$ cat config.mk
export PLATFORM = sky130hd
export DESIGN_NAME = lbc_div_pipe
export DESIGN_NICKNAME = d
export VERILOG_FILES = /design/src/hw/rtl/liang_barsky_line_clipper_assert.svh /design/src/hw/rtl/lbc_pkg.sv /design/src/hw/rtl/lbc_div_pipe.sv
export SDC_FILE = /design/constraint.sdc
export NUM_CORES = 2
export LEC_CHECK = 0
export ABC_AREA = 1
export BUFFER_PORTS_ARGS = -buffer_cell sky130_fd_sc_hd__buf_2
export CAP_MARGIN = 15
export CORE_MARGIN = 3
export CORE_UTILIZATION = 56
export CTS_CLUSTER_DIAMETER = 50
export DETAILED_ROUTE_END_ITERATION = 8
export PLACE_DENSITY_LB_ADDON = 0.12
export SLEW_MARGIN = 20
export SYNTH_ARGS = -nofsm -noshare
export SYNTH_HDL_FRONTEND = slang
export SYNTH_SLANG_ARGS = --single-unit
$ cat constraint.sdc
create_clock -name clk -period 37.1 [get_ports clk]
set_clock_uncertainty 0.15 [all_clocks]
set_input_delay 5.565 -clock clk [delete_from_list [all_inputs] [get_ports clk]]
set_output_delay 5.565 -clock clk [all_outputs]
set_load 0.02 [all_outputs]
$ cat src/hw/rtl/liang_barsky_line_clipper_assert.svh
// assertion helpers shared by the clipper rtl
// each check is sampled on clk and disabled while rst_n is low
`ifndef LIANG_BARSKY_LINE_CLIPPER_ASSERT_SVH
`define LIANG_BARSKY_LINE_CLIPPER_ASSERT_SVH

`ifndef NO_ASSERTIONS

`define LBC_ASSERT_IMP(lbl, ante, cons) \
  lbl: assert property (@(posedge clk) disable iff (!rst_n) (ante) |-> (cons)) \
    else $error("lbc check failed");

`define LBC_ASSERT_NXT(lbl, ante, cons) \
  lbl: assert property (@(posedge clk) disable iff (!rst_n) (ante) |=> (cons)) \
    else $error("lbc check failed");

`else

`define LBC_ASSERT_IMP(lbl, ante, cons)

`define LBC_ASSERT_NXT(lbl, ante, cons)

`endif

`endif

$ cat src/hw/rtl/lbc_pkg.sv
package lbc_pkg;

  localparam int COORD_BITS_DEF  = 16;
  localparam int T_FRAC_BITS_DEF = 16;
  localparam int NUM_EDGES       = 4;
  localparam int CFG_IDX_W       = 2;

  // configuration register indexes
  localparam logic [CFG_IDX_W-1:0] CFG_XMIN = 2'd0;
  localparam logic [CFG_IDX_W-1:0] CFG_YMIN = 2'd1;
  localparam logic [CFG_IDX_W-1:0] CFG_XMAX = 2'd2;
  localparam logic [CFG_IDX_W-1:0] CFG_YMAX = 2'd3;

  // window after reset
  localparam int XMIN_RST = 0;
  localparam int YMIN_RST = 0;
  localparam int XMAX_RST = 639;
  localparam int YMAX_RST = 479;

endpackage

$ cat src/hw/rtl/lbc_div_pipe.sv
module lbc_div_pipe #(
  parameter int COORD_BITS  = lbc_pkg::COORD_BITS_DEF,
  parameter int T_FRAC_BITS = lbc_pkg::T_FRAC_BITS_DEF,
  parameter int SIDE_W      = 1
) (
  input  logic                                          clk,
  input  logic                                          rst_n,
  input  logic                                          in_valid,
  output logic                                          in_stall,
  input  logic [lbc_pkg::NUM_EDGES-1:0][COORD_BITS:0]   in_num,
  input  logic [lbc_pkg::NUM_EDGES-1:0][COORD_BITS:0]   in_den,
  input  logic [SIDE_W-1:0]                             in_side,
  output logic                                          out_valid,
  input  logic                                          out_stall,
  output logic [lbc_pkg::NUM_EDGES-1:0][T_FRAC_BITS-1:0] out_quo,
  output logic [SIDE_W-1:0]                             out_side
);

  localparam int C = COORD_BITS;
  localparam int T = T_FRAC_BITS;
  localparam int E = lbc_pkg::NUM_EDGES;

  // one restoring quotient bit per stage, four lanes side by side
  logic [T-1:0]                 v_r;
  logic [T-1:0]                 en;
  logic [T-1:0][E-1:0][C:0]     rem_r;
  logic [T-1:0][E-1:0][C:0]     den_r;
  logic [T-1:0][E-1:0][T-1:0]   quo_r;
  logic [T-1:0][SIDE_W-1:0]     side_r;

  always_comb begin
    en[T-1] = !v_r[T-1] || !out_stall;
    for (int k = T - 2; k >= 0; k--) begin
      en[k] = !v_r[k] || en[k+1];
    end
  end

  assign in_stall = !en[0];

  for (genvar k = 0; k < T; k++) begin : g_stage
    logic                    v_in;
    logic [E-1:0][C:0]       rem_in;
    logic [E-1:0][C:0]       den_in;
    logic [E-1:0][T-1:0]     quo_in;
    logic [SIDE_W-1:0]       side_in;
    logic [E-1:0][C:0]       rem_nxt;
    logic [E-1:0][T-1:0]     quo_nxt;

    if (k == 0) begin : g_first
      assign v_in    = in_valid;
      assign rem_in  = in_num;
      assign den_in  = in_den;
      assign quo_in  = '0;
      assign side_in = in_side;
    end else begin : g_next
      assign v_in    = v_r[k-1];
      assign rem_in  = rem_r[k-1];
      assign den_in  = den_r[k-1];
      assign quo_in  = quo_r[k-1];
      assign side_in = side_r[k-1];
    end

    always_comb begin
      for (int i = 0; i < E; i++) begin
        logic [C+1:0] r2;
        logic [C+1:0] d2;
        r2 = {rem_in[i], 1'b0};
        d2 = {1'b0, den_in[i]};
        if (r2 >= d2) begin
          rem_nxt[i] = (C+1)'(r2 - d2);
          quo_nxt[i] = {quo_in[i][T-2:0], 1'b1};
        end else begin
          rem_nxt[i] = r2[C:0];
          quo_nxt[i] = {quo_in[i][T-2:0], 1'b0};
        end
      end
    end

    always_ff @(posedge clk) begin
      if (!rst_n) begin
        v_r[k] <= 1'b0;
      end else if (en[k]) begin
        v_r[k] <= v_in;
      end
    end

    always_ff @(posedge clk) begin
      if (en[k]) begin
        rem_r[k]  <= rem_nxt;
        den_r[k]  <= den_in;
        quo_r[k]  <= quo_nxt;
        side_r[k] <= side_in;
      end
    end
  end

  assign out_valid = v_r[T-1];
  assign out_quo   = quo_r[T-1];
  assign out_side  = side_r[T-1];

endmodule
==> flow_summary.ini <==
[setup_path]
cpMostUsedCell = nor2_4
crit_slowest_cell = nand4_4
cp_cell_sequence = buf_2 -> nand2_4 -> nor2_4 -> nand4_4 -> nor2_4 -> nand4_4 -> nor2_4 -> nand4_4 -> nor2_4 -> nand3_4 -> inv_1 -> buf_2
ff2ff_path_depth = 10
crit_arrival_ns = 9.44
critPathLaunchType = input port
max_stage_delay_ns = 0.65
cp_max_fo = 40
crit_end = in_stall
path_class = in -> out
worst_setup_path_end_kind = output port
required_ns = 31.39
crit_start = out_stall
rrSetupSlack_ns = 31.63
rr_endpoint = den_r[333]
r2r-start = out_valid

[drt]
wl_per_cell_um = 17.5
wirelength_um = 321000
drc = 0
drt_pre_antenna_iters = 6
vias = 98600
vias_per_cell = 5.38
ant_nets = 0
drt_iter0_drc = 6394

[timing]
tightest_slew_ns = 1.06
period_needed_ns = 15.15
setup_ws_ns = 21.95
finalSetupViolations = 0
period_share_pct = 40.8
rsz0062_at_grt = no
setup_tns_ns = 0
hold_viol_final = 0
fmax_ghz = 0.0660
slew_viol_final = 0
relSlewSlack_pct = 29.2

[floorplanning]
io_pins = 208
start_util_pct = 56.6
rows = 186
dieHeight_um = 517
fp.dieArea_um2 = 267000
fp.dieW_um = 517
coreArea_um2 = 258000

[cells_and_area]
syn_to_final_growth_pct = 10.5
fill_cells = 20600
layout-drive-gt1-share_pct = 7.92
fin_nets = 16000

[placement]
port_buffers = 207
post-dp-hpwl_um = 252000
gp_congestion = 0.966
pre_cts_ws_ns = 21.80

[cts]
cts.repair.resized = 0
cts_root_buf = clkbuf_16
cts_tree = yes
cts_post_setup_buffers_inserted = 0
clk_latency_ns = 0.88
numCtsBuffers = 335
hold_buffers = 0
clk_path_buf_depth = 4
clock_sinks = 2616
htreeDepth = 5
clk_pin_slew_worst_paths_ns = 0.06

[synthesis]
syn_nets = 15600
netlist_instances = 14300
ys_types = 47
ys.flop_type = edfxtp_1
synth_largest_area_cell = edfxtp_1
ys_warn_count = 0
syn_area_um2 = 146000
synth_top_area_share_pct = 53.5
synth.most_common_cell = edfxtp_1
netlist_top_cells_count = 2,600 x edfxtp_1, 2,337 x inv_1, 1,899 x nand2_1, 1,508 x a21oi_1, 1,397 x nor2_1
ys_seq_area_share_pct = 53.7
synth-edff-count = 2600
yosys-top-cells-area = edfxtp_1 53%, ha_1 9.3%, inv_1 6.0%, a21oi_1 5.2%, nand2_1 4.9%
async_flop_share_pct = 0
syn_avg_cell_area_um2 = 10.2
synth-seq-cells = 2616

[min_path]
whs_path_depth = 0
hold_class = reg -> reg

[pwr]
leakagePower_nw = 71.5
power.density_nw_per_um2 = 87.9
ir_drop_mv = 0.0451

[outcome]
status = finished, final reports clean

[global_route]
grt_pass1_wl_um = 509000
gr-total-overflow = 0
grt_pass1_vias = 98000
grtUsageTotal_pct = 23.8
antenna_found_initial = 2
grt_max_degree = 133

[flow_run]
maxCapViolations = 0
state kept, by name, summed over array words and instances (netlist names):
name / flops
den_r: 1020
g_stage.v_in: 15
g_stage.side_in: 15
g_stage.$12.$2.r2: 255
out_valid: 1
out_side: 1
out_quo: 64
g_stage.rem_in: 765
g_stage.quo_in: 480
cell families after synthesis:
| logic type | share of synthesized area (%) |
|---|---|
| buffers and inverters | 7.06 |
| adder cells (fa/ha/maj) | 10.1 |
| flip-flops | 53.7 |
| XOR/XNOR | 4.96 |
| AO/OA/AOI/OAI | 11.6 |
| AND/OR/NAND/NOR | 12.6 |
critical path: cells and delay by family:
kind,cells,cell delay (ns)
AND/OR/NAND/NOR,9,3.38
buffers and inverters,3,0.41
through the flow:
stage               power (mW)  instance area [um^2]  instances  utilization, %  hold WS, ns
floorplan                 9.53                146000      14300               -        0.250
global placement          10.8                150000      17700            58.2        0.251
detailed placement        11.0                150000      17700            58.2        0.255
CTS                       14.2                161000      18300            62.5        0.239
global route              15.2                161000      18300            62.5        0.251
finish                    14.2                161000      18300            62.5        0.245
power breakdown:
group / total [mW] / internal, mW / switching, mW / leakage [nW]
registers: 5.11 / 4.56 / 0.555 / 27.1
clock network: 3.19 / 1.92 / 1.27 / 5.36
logic: 5.87 / 2.22 / 3.65 / 39.0
cell type report:
| class | count | area, um^2 | share of cell area (%) |
|---|---|---|---|
| Sequential cell | 2616 | 78400 | 48.6 |
| Antenna cell | 1 | 2.50 | 0.00155 |
| Timing Repair Buffer | 239 | 1320 | 0.816 |
| Clock buffer | 395 | 8750 | 5.42 |
| Tap cell | 3384 | 4230 | 2.62 |
| Clock inverter | 218 | 2410 | 1.49 |
| Multi-Input combinational cell | 9132 | 57400 | 35.6 |
| Inverter | 2345 | 8840 | 5.48 |
routing by layer:
metal,part of all wire (%),wire [um],vias up,global-route usage [%]
met2,50,161000,2253,42.9
met4,4.9,15800,0,10.9
met1,41,133000,45900,28.6
met3,3.5,11100,713,2.36
li1,-,-,49700,-
met5,0,0,-,0
placed cells by master, fill, tap and decap left out, drive strengths merged, types with 20 or more instances in the layout:
| cell type | Yosys | layout |
|---|---|---|
| o21a | 62 | 62 |
| a21boi | 60 | 60 |
| and2 | 35 | 35 |
| a211o | 20 | 20 |
| nand3 | 453 | 453 |
| bufinv | 0 | 29 |
| clkinv | 0 | 102 |
| clkinvlp | 0 | 31 |
| edfxtp | 2600 | 2600 |
| nor4b | 44 | 44 |
| buf | 180 | 239 |
| o21bai | 188 | 188 |
| nand2 | 1908 | 1908 |
| nor2 | 1466 | 1466 |
| a21o | 91 | 91 |
| o31ai | 40 | 40 |
| o21ai | 682 | 682 |
| nor3 | 44 | 44 |
| fa | 60 | 60 |
| a21oi | 1628 | 1628 |
| xnor2 | 370 | 370 |
| xor2 | 457 | 457 |
| a31oi | 49 | 49 |
| inv | 2345 | 2401 |
| or2 | 73 | 73 |
| nand4 | 225 | 225 |
| clkbuf | 1 | 395 |
| a211oi | 31 | 31 |
| ha | 1084 | 1084 |
worst min path at each step:
stage	slack [ns]	end	start
2_1_floorplan	0.25	g_stage[10].quo_in[17]	g_stage[9].quo_in[16]
6_report	0.24	g_stage[10].quo_in[34]	g_stage[9].quo_in[33]
5_1_grt	0.25	g_stage[10].quo_in[34]	g_stage[9].quo_in[33]
4_1_cts	0.24	g_stage[15].quo_in[44]	g_stage[14].quo_in[43]
3_3_place_gp	0.25	g_stage[15].quo_in[1]	g_stage[14].quo_in[0]
3_5_place_dp	0.25	g_stage[10].quo_in[22]	g_stage[9].quo_in[21]
Note: power is estimated with default switching activity, not from simulation.
